--- src/rtl/core/lra_pkg.sv ---
// ----------------------------------------------------------------------------
// lra_pkg - shared types for the line rasteriser
// Command and status bundles that pass between the controller and datapath.
// ----------------------------------------------------------------------------
package lra_pkg;

    // Commands from the controller to the datapath
    typedef struct packed {
        logic load;   // capture the endpoints of an accepted line
        logic setup;  // swap, order and seed the error term
        logic step;   // advance one pixel along the major axis
    } t_dp_cmd;

    // Status from the datapath to the controller
    typedef struct packed {
        logic last;   // current pixel is the final one of the line
    } t_dp_sts;

endpackage

--- src/rtl/core/lra_if.sv ---
// ----------------------------------------------------------------------------
// lra_if - valid/ready channels of the line rasteriser
// Line channel carries two endpoints; pixel channel carries one pixel.
// ----------------------------------------------------------------------------
interface lra_line_if #(
    parameter int COORD_BITS = 6
);
    logic                         valid;
    logic                         ready;
    logic signed [COORD_BITS-1:0] start_x;
    logic signed [COORD_BITS-1:0] start_y;
    logic signed [COORD_BITS-1:0] end_x;
    logic signed [COORD_BITS-1:0] end_y;

    modport source (output valid, output start_x, output start_y,
                    output end_x, output end_y, input ready);
    modport sink   (input valid, input start_x, input start_y,
                    input end_x, input end_y, output ready);
endinterface

interface lra_pixel_if #(
    parameter int COORD_BITS = 6
);
    logic                         valid;
    logic                         ready;
    logic signed [COORD_BITS-1:0] pixel_x;
    logic signed [COORD_BITS-1:0] pixel_y;
    logic                         last_pixel;

    modport source (output valid, output pixel_x, output pixel_y,
                    output last_pixel, input ready);
    modport sink   (input valid, input pixel_x, input pixel_y,
                    input last_pixel, output ready);
endinterface

--- src/rtl/core/lra_ctrl.sv ---
// ----------------------------------------------------------------------------
// lra_ctrl - line rasteriser controller
// Sequences accept, setup and per-pixel emission; drives the handshakes.
// ----------------------------------------------------------------------------
module lra_ctrl (
    input  logic             i_clk,
    input  logic             i_rst_n,
    input  logic             i_in_valid,
    output logic             o_in_ready,
    output logic             o_out_valid,
    input  logic             i_out_ready,
    input  lra_pkg::t_dp_sts i_sts,
    output lra_pkg::t_dp_cmd o_cmd
);

    typedef enum logic [1:0] {
        ST_IDLE,
        ST_SETUP,
        ST_EMIT
    } t_state;

    t_state r_state;
    t_state n_state;

    logic in_acc;
    logic out_acc;

    assign o_in_ready  = (r_state == ST_IDLE);
    assign o_out_valid = (r_state == ST_EMIT);
    assign in_acc      = i_in_valid && o_in_ready;
    assign out_acc     = o_out_valid && i_out_ready;

    assign o_cmd.load  = in_acc;
    assign o_cmd.setup = (r_state == ST_SETUP);
    assign o_cmd.step  = out_acc && !i_sts.last;

    always_comb begin
        n_state = r_state;
        unique case (r_state)
            ST_IDLE: begin
                if (in_acc) n_state = ST_SETUP;
            end
            ST_SETUP: begin
                n_state = ST_EMIT;
            end
            ST_EMIT: begin
                // drop back to idle once the final pixel is taken
                if (out_acc && i_sts.last) n_state = ST_IDLE;
            end
            default: begin
                n_state = ST_IDLE;
            end
        endcase
    end

    always_ff @(posedge i_clk) begin
        if (!i_rst_n) begin
            r_state <= ST_IDLE;
        end else begin
            r_state <= n_state;
        end
    end

endmodule

--- src/rtl/core/lra_dp.sv ---
// ----------------------------------------------------------------------------
// lra_dp - line rasteriser datapath
// Holds endpoints, spans, error term and the current pixel position.
// ----------------------------------------------------------------------------
module lra_dp #(
    parameter int COORD_BITS = 6
) (
    input  logic                         i_clk,
    input  lra_pkg::t_dp_cmd             i_cmd,
    output lra_pkg::t_dp_sts             o_sts,
    input  logic signed [COORD_BITS-1:0] i_start_x,
    input  logic signed [COORD_BITS-1:0] i_start_y,
    input  logic signed [COORD_BITS-1:0] i_end_x,
    input  logic signed [COORD_BITS-1:0] i_end_y,
    output logic signed [COORD_BITS-1:0] o_pixel_x,
    output logic signed [COORD_BITS-1:0] o_pixel_y
);

    localparam int DW = COORD_BITS + 1;  // difference of two coordinates
    localparam int EW = COORD_BITS + 2;  // error term, spans both signs

    // captured endpoints
    logic signed [COORD_BITS-1:0] r_ax, r_ay, r_bx, r_by;

    // walk state
    logic signed [COORD_BITS-1:0] r_major, n_major;
    logic signed [COORD_BITS-1:0] r_minor, n_minor;
    logic signed [COORD_BITS-1:0] r_end, n_end;
    logic signed [DW-1:0]         r_dmaj, n_dmaj;
    logic signed [DW-1:0]         r_dmin, n_dmin;
    logic signed [EW-1:0]         r_err, n_err;
    logic                         r_steep, n_steep;
    logic                         r_down, n_down;

    // setup terms
    logic signed [DW-1:0]         dx, dy, adx, ady, dmn;
    logic signed [COORD_BITS-1:0] a_maj, a_min, b_maj, b_min;
    logic signed [COORD_BITS-1:0] lo_maj, lo_min, hi_maj, hi_min;
    logic                         steep, swap;
    logic signed [EW-1:0]         err_sub;

    always_comb begin
        dx    = DW'(r_bx) - DW'(r_ax);
        dy    = DW'(r_by) - DW'(r_ay);
        adx   = (dx < 0) ? -dx : dx;
        ady   = (dy < 0) ? -dy : dy;
        steep = (ady > adx);

        a_maj = steep ? r_ay : r_ax;
        a_min = steep ? r_ax : r_ay;
        b_maj = steep ? r_by : r_bx;
        b_min = steep ? r_bx : r_by;

        // equal major coordinates keep the start endpoint first
        swap   = (a_maj > b_maj);
        lo_maj = swap ? b_maj : a_maj;
        lo_min = swap ? b_min : a_min;
        hi_maj = swap ? a_maj : b_maj;
        hi_min = swap ? a_min : b_min;
        dmn    = DW'(hi_min) - DW'(lo_min);

        err_sub = r_err - EW'(r_dmin);

        n_major = r_major;
        n_minor = r_minor;
        n_end   = r_end;
        n_dmaj  = r_dmaj;
        n_dmin  = r_dmin;
        n_err   = r_err;
        n_steep = r_steep;
        n_down  = r_down;

        if (i_cmd.setup) begin
            n_steep = steep;
            n_major = lo_maj;
            n_minor = lo_min;
            n_end   = hi_maj;
            n_dmaj  = DW'(hi_maj) - DW'(lo_maj);
            n_dmin  = (dmn < 0) ? -dmn : dmn;
            n_down  = (lo_min >= hi_min);
            n_err   = EW'(n_dmaj >>> 1);
        end else if (i_cmd.step) begin
            n_major = r_major + COORD_BITS'(1);
            n_err   = err_sub;
            if (err_sub < 0) begin
                n_err   = err_sub + EW'(r_dmaj);
                n_minor = r_down ? (r_minor - COORD_BITS'(1))
                                 : (r_minor + COORD_BITS'(1));
            end
        end
    end

    always_ff @(posedge i_clk) begin
        if (i_cmd.load) begin
            r_ax <= i_start_x;
            r_ay <= i_start_y;
            r_bx <= i_end_x;
            r_by <= i_end_y;
        end
        r_major <= n_major;
        r_minor <= n_minor;
        r_end   <= n_end;
        r_dmaj  <= n_dmaj;
        r_dmin  <= n_dmin;
        r_err   <= n_err;
        r_steep <= n_steep;
        r_down  <= n_down;
    end

    assign o_sts.last = (r_major == r_end);
    assign o_pixel_x  = r_steep ? r_minor : r_major;
    assign o_pixel_y  = r_steep ? r_major : r_minor;

endmodule

--- src/rtl/core/line_rasterizer_all_octants.sv ---
// ----------------------------------------------------------------------------
// line_rasterizer_all_octants - Bresenham line walk over all octants
// Takes a line segment and emits every pixel on it, the last one flagged.
// ----------------------------------------------------------------------------
//
//  Channel   Direction  Carries                              Per transaction
//  i_line    sink       start_x, start_y, end_x, end_y       one line segment
//  o_pixel   source     pixel_x, pixel_y, last_pixel         one pixel
//
//  A line of major span N is accepted, then set up (steep swap, endpoint
//  ordering, spans and error seed), then emitted as N + 1 pixels at one
//  per cycle while the pixel side does not stall, set by the single
//  error-term update done per major step.
//  Only one line is in flight; i_line.ready is high while idle.
//  Reset is synchronous and active low; it returns the controller to idle.
//  A stall on o_pixel holds the current pixel and freezes the walk.
//
module line_rasterizer_all_octants #(
    parameter int COORD_BITS = 6
) (
    input  logic        i_clk,
    input  logic        i_rst_n,
    lra_line_if.sink    i_line,
    lra_pixel_if.source o_pixel
);

    lra_pkg::t_dp_cmd cmd;
    lra_pkg::t_dp_sts sts;

    // Controller: owns the handshakes and tells the datapath when to
    // capture a transaction, seed the walk and advance one pixel.
    lra_ctrl u_ctrl (
        .i_clk       (i_clk),
        .i_rst_n     (i_rst_n),
        .i_in_valid  (i_line.valid),
        .o_in_ready  (i_line.ready),
        .o_out_valid (o_pixel.valid),
        .i_out_ready (o_pixel.ready),
        .i_sts       (sts),
        .o_cmd       (cmd)
    );

    // Datapath: endpoint registers, spans, error term and the pixel
    // position, mapped back to the original x/y orientation at the output.
    lra_dp #(
        .COORD_BITS (COORD_BITS)
    ) u_dp (
        .i_clk     (i_clk),
        .i_cmd     (cmd),
        .o_sts     (sts),
        .i_start_x (i_line.start_x),
        .i_start_y (i_line.start_y),
        .i_end_x   (i_line.end_x),
        .i_end_y   (i_line.end_y),
        .o_pixel_x (o_pixel.pixel_x),
        .o_pixel_y (o_pixel.pixel_y)
    );

    // Flag the final pixel straight from the datapath status
    assign o_pixel.last_pixel = sts.last;

endmodule

--- src/flat_wrapper.sv ---
// flat-port wrapper written by rule: the top's interface ports become plain ports
module line_rasterizer_all_octants_flat 
#(
    parameter int COORD_BITS = 6
)
  (i_clk, i_rst_n, i_line_valid, i_line_start_x, i_line_start_y, i_line_end_x, i_line_end_y, i_line_ready, o_pixel_valid, o_pixel_pixel_x, o_pixel_pixel_y, o_pixel_last_pixel, o_pixel_ready);
  lra_line_if #(.COORD_BITS(COORD_BITS)) i_line_i ();
  lra_pixel_if #(.COORD_BITS(COORD_BITS)) o_pixel_i ();
  input  logic i_clk;
  input  logic i_rst_n;
  input wire logic [$bits(i_line_i.valid)-1:0] i_line_valid;
  input wire logic [$bits(i_line_i.start_x)-1:0] i_line_start_x;
  input wire logic [$bits(i_line_i.start_y)-1:0] i_line_start_y;
  input wire logic [$bits(i_line_i.end_x)-1:0] i_line_end_x;
  input wire logic [$bits(i_line_i.end_y)-1:0] i_line_end_y;
  output wire logic [$bits(i_line_i.ready)-1:0] i_line_ready;
  output wire logic [$bits(o_pixel_i.valid)-1:0] o_pixel_valid;
  output wire logic [$bits(o_pixel_i.pixel_x)-1:0] o_pixel_pixel_x;
  output wire logic [$bits(o_pixel_i.pixel_y)-1:0] o_pixel_pixel_y;
  output wire logic [$bits(o_pixel_i.last_pixel)-1:0] o_pixel_last_pixel;
  input wire logic [$bits(o_pixel_i.ready)-1:0] o_pixel_ready;
  assign i_line_i.valid = i_line_valid;
  assign i_line_i.start_x = i_line_start_x;
  assign i_line_i.start_y = i_line_start_y;
  assign i_line_i.end_x = i_line_end_x;
  assign i_line_i.end_y = i_line_end_y;
  assign i_line_ready = i_line_i.ready;
  assign o_pixel_valid = o_pixel_i.valid;
  assign o_pixel_pixel_x = o_pixel_i.pixel_x;
  assign o_pixel_pixel_y = o_pixel_i.pixel_y;
  assign o_pixel_last_pixel = o_pixel_i.last_pixel;
  assign o_pixel_i.ready = o_pixel_ready;
  line_rasterizer_all_octants #(.COORD_BITS(COORD_BITS)) u_core (.i_clk(i_clk), .i_rst_n(i_rst_n), .i_line(i_line_i), .o_pixel(o_pixel_i));
endmodule
--- config.mk ---
export PLATFORM = sky130hd
export DESIGN_NAME = line_rasterizer_all_octants_flat
export DESIGN_NICKNAME = d
export VERILOG_FILES = /design/src/rtl/core/lra_pkg.sv /design/src/rtl/core/lra_if.sv /design/src/rtl/core/lra_ctrl.sv /design/src/rtl/core/lra_dp.sv /design/src/rtl/core/line_rasterizer_all_octants.sv /design/src/flat_wrapper.sv
export SDC_FILE = /design/constraint.sdc
export NUM_CORES = 1
export LEC_CHECK = 0
export BUFFER_PORTS_ARGS = -buffer_cell sky130_fd_sc_hd__buf_2
export CORE_ASPECT_RATIO = 1.1
export CORE_MARGIN = 2
export CORE_UTILIZATION = 62
export CTS_CLUSTER_DIAMETER = 30
export DETAILED_ROUTE_END_ITERATION = 6
export GPL_ROUTABILITY_DRIVEN = 0
export HOLD_SLACK_MARGIN = 0.1
export PLACE_DENSITY = 0.86
export SLEW_MARGIN = 20
export SYNTH_ARGS = -nofsm -noshare
export SYNTH_HDL_FRONTEND = slang
export SYNTH_SLANG_ARGS = --single-unit
--- constraint.sdc ---
create_clock -name i_clk -period 10.9 [get_ports i_clk]
set_clock_uncertainty 0.1 [all_clocks]
set_input_delay 1.09 -clock i_clk [delete_from_list [all_inputs] [get_ports i_clk]]
set_output_delay 1.09 -clock i_clk [all_outputs]
set_load 0.05 [all_outputs]
==> run summary <==
The flow ran to the end, and the final reports show no timing, DRC or antenna violations. The number of endpoints with negative hold slack in the final report is 0. In this run the worst hold path is classified as flip-flop to flip-flop. The initial DRC count came out at 448. Dividing the detail-routed wire length by the instance count gives 18.1 µm. The share of post-route cells with drive strength above 1 is 14.2%.

The synthesized-area fraction occupied by adder cells came out at 13.8%. In this run the biggest area consumer among cell types represents 33.3% of the synthesized area. The initial antenna violation count came out at 0. The cell with the most instances on the worst path is sky130_fd_sc_hd__a21o_1. The share of synthesized area occupied by flip-flops and latches is 34.0%. The post-synthesis sequential element count came out at 68. After synthesis, the largest family of logic cells by area is compound AO/OA/AOI/OAI gates.

In this run, distinct cell masters in the synthesized netlist total 60. Post-CTS timing repair inserted 0 buffers for setup. The chip width came out at 97.4 µm. The first-pass GRT wire length is 23.5 mm. Setup repair after global routing left no endpoint under its margin. The simple-gate portion of the synthesized area is 13.9%. The final routed DRC violation total came out at 0. Leaving out fill and tap cells, the most frequent cell in the layout is sky130_fd_sc_hd__edfxtp_1. The number of nets produced by synthesis is 710. The total number of vias is 4945. The layout-stage area growth over the synthesis result is 8.63%.

The die footprint came out at 10400 µm². The number of max-slew violations in the final report is 0. The global routing usage summed across all routing layers came out at 28.0%. The total global routing overflow came out at 0. For this run, the post-layout net count is 750. The count of flip-flops with a built-in enable after synthesis is 66. The critical path is of the flip-flop to flip-flop type.

The CTS buffer count is 9. The maximum level of the CTS H-tree came out at 3. The HPWL after detailed placement is 10.8 mm. The count of maximum capacitance violations came out at 0.

Sorting the synthesized cells by area gives the leading types as sky130_fd_sc_hd__edfxtp_1, sky130_fd_sc_hd__ha_1, sky130_fd_sc_hd__mux2i_1, sky130_fd_sc_hd__xnor2_1, sky130_fd_sc_hd__a21oi_1. Along the worst path, the maximum fanout reaches 35. The diode insertion count for antenna repair is 0. The count of port buffers added during placement came out at 42.

For this run, the number of Yosys warnings is 0. The headroom to the max-slew limit is 47.0%. The root buffer selected by CTS is sky130_fd_sc_hd__clkbuf_8. Counting flops per register, the top entry is u_core.u_dp.r_err. The required time of the critical path came out at 10970 ps. Across all hold checks on the routed design, the worst slack comes to 533 ps. TritonCTS built the clock tree. The average via count per standard cell is 6.28. After routing, the total negative slack on setup checks comes to 0 ps. The xor and xnor fraction of the mapped netlist area came out at 8.54%.

The endpoint arrival time on the critical path came out at 9340 ps. At the pin with the least slew margin, the transition time is 787 ps. The row count is 37. The number of global-route vias before repair is 5004. Derived from the worst setup path, the maximum achievable clock frequency is 0.108 GHz. The post-cts hold buffer count is 0. Among all flip-flop cells after synthesis, the most frequent one is sky130_fd_sc_hd__edfxtp_1. Of all cell types, the one taking the most synthesized area is sky130_fd_sc_hd__edfxtp_1.

The startpoint kind of the worst setup timing path is a flip-flop. The number of buffers between clock root and the deepest sink came out at 2. The maximum cell stage delay along the critical path came out at 630 ps. The mapped netlist covers 5950 µm².

The largest registers in the layout are u_core.u_dp.r_err: 8 flops, u_core.u_dp.r_dmaj: 7 flops, u_core.u_dp.r_dmin: 7 flops. The placeable core region is 9350 µm². The vertical die dimension came out at 107 µm.

The number of gates resized after cts is 0. The remaining antenna violation count after routing is 0. The CTS clock-pin slew for the worst setup and hold paths is 80 ps. Entering global routing, the biggest net connects 47 pins. The final critical delay including setup and external delays is 9280 ps. The clock reaches the later pin of the worst-skew pair after 370 ps. The proportion of synthesized flip-flops having asynchronous set or reset is 0%.

The initial utilization of the core area, before any placement, comes to 63.6%. 43 I/O pins were placed. The post-synthesis average cell area is 9.52 µm². The first-pass iteration count of the detailed router came out at 5. Setup violations remaining at the end of the flow were counted as 0. The compound-gate portion of the synthesized area came out at 15.6%.

The total number of clock tree sinks is 68. The portion of synthesized area spent on multiplexers is 9.38%. The count of mapped cells out of synthesis came out at 625. In the layout the commonest cells are sky130_fd_sc_hd__edfxtp_1, sky130_fd_sc_hd__nor2_1, sky130_fd_sc_hd__ha_1. The cell at the slowest stage of the critical path is sky130_fd_sc_hd__o21ai_0. After layout, the worst path uses 85.1% of the clock period. STA classifies the critical path endpoint as a flip-flop.

The register with the most flip-flops in the layout has 8 of them. The total detailed-routing wirelength is 14.2 mm.
cell usage after synthesis (3+ instances only):
cell	n
sky130_fd_sc_hd__a21oi_1	46
sky130_fd_sc_hd__nand4_1	4
sky130_fd_sc_hd__clkbuf_1	8
sky130_fd_sc_hd__edfxtp_1	66
sky130_fd_sc_hd__maj3_1	6
sky130_fd_sc_hd__a21o_1	19
sky130_fd_sc_hd__buf_1	3
sky130_fd_sc_hd__fa_1	6
sky130_fd_sc_hd__o21a_1	3
sky130_fd_sc_hd__buf_4	3
sky130_fd_sc_hd__inv_1	49
sky130_fd_sc_hd__mux2_2	18
sky130_fd_sc_hd__o211ai_1	9
sky130_fd_sc_hd__a211o_1	3
sky130_fd_sc_hd__or3_1	4
sky130_fd_sc_hd__o31ai_1	3
sky130_fd_sc_hd__nand2b_1	12
sky130_fd_sc_hd__nor3_1	4
sky130_fd_sc_hd__a31oi_1	6
sky130_fd_sc_hd__nand3_1	14
sky130_fd_sc_hd__and2_1	3
sky130_fd_sc_hd__and3_1	3
sky130_fd_sc_hd__nand2_1	45
sky130_fd_sc_hd__ha_1	51
sky130_fd_sc_hd__nor2_1	55
sky130_fd_sc_hd__a211oi_1	3
sky130_fd_sc_hd__nor2b_1	18
sky130_fd_sc_hd__buf_2	4
sky130_fd_sc_hd__xor2_1	25
sky130_fd_sc_hd__xnor2_1	33
sky130_fd_sc_hd__o21ai_0	30
sky130_fd_sc_hd__mux2i_1	34
metal layers:
layer / part of all wire (%) / vias to the layer above / GRT usage, %
met4: 4.0 / 0 / 13.4
met5: 0 / - / 0
li1: - / 2322 / -
met2: 49 / 255 / 48.3
met1: 40 / 2297 / 33.7
met3: 7.0 / 71 / 5.54
stage by stage:
stage / std cells / worst slack, ps / utilization (%) / cell area (µm²)
4_1_cts: 786 / 1950 / 68.8 / 6440
5_1_grt: 787 / 1060 / 69.1 / 6460
2_1_floorplan: 625 / 2980 / - / 5950
6_report: 787 / 1620 / 69.1 / 6460
3_5_place_dp: 770 / 2030 / 66.8 / 6250
3_3_place_gp: 770 / 2430 / 66.8 / 6250
kinds of logic (layout without fill, tap and decap cells):
| logic type | Yosys count | in the layout |
|---|---|---|
| compound gates | 141 | 141 |
| xor+xnor | 58 | 58 |
| fa+ha+maj | 63 | 63 |
| buf+inv | 70 | 115 |
| flops | 68 | 68 |
| mux | 53 | 53 |
| simple gates | 172 | 172 |
path summary, 6_finish.rpt:
path / from / slack (ps) / cells after the start / endpoint
setup / recovery: u_core.u_dp.r_ax[0] / 1620 / 34 / u_core.u_dp.r_dmin[6]
hold / removal: u_core.u_ctrl.r_state[1] / 530 / 2 / u_core.u_ctrl.r_state[0]
setup reg to reg: u_core.u_dp.r_ax[0] / 1620 / 34 / u_core.u_dp.r_dmin[6]
hold reg to reg: u_core.u_ctrl.r_state[1] / 530 / 2 / u_core.u_ctrl.r_state[0]
layout make-up:
cell class | instances | area [µm²]
clock buffer | 10 | 128
clock inverter | 6 | 63.8
fill | 686 | 2890
inverter | 51 | 194
multi-input combinational | 487 | 3640
sequential | 68 | 2020
tap | 117 | 146
timing repair buffer | 48 | 263
critical path: cells and delay by family (launching register included):
family / cells / cell delay (ps)
adder cells (fa/ha/maj): 5 / 1790
flip-flops: 1 / 530
buffers and inverters: 4 / 1060
XOR/XNOR: 2 / 340
multiplexers: 1 / 390
AND/OR/NAND/NOR: 8 / 1310
AO/OA/AOI/OAI: 14 / 3540
Power is not shown: default switching activity piles up to over one toggle a cycle in this logic, so the estimate is an artifact.
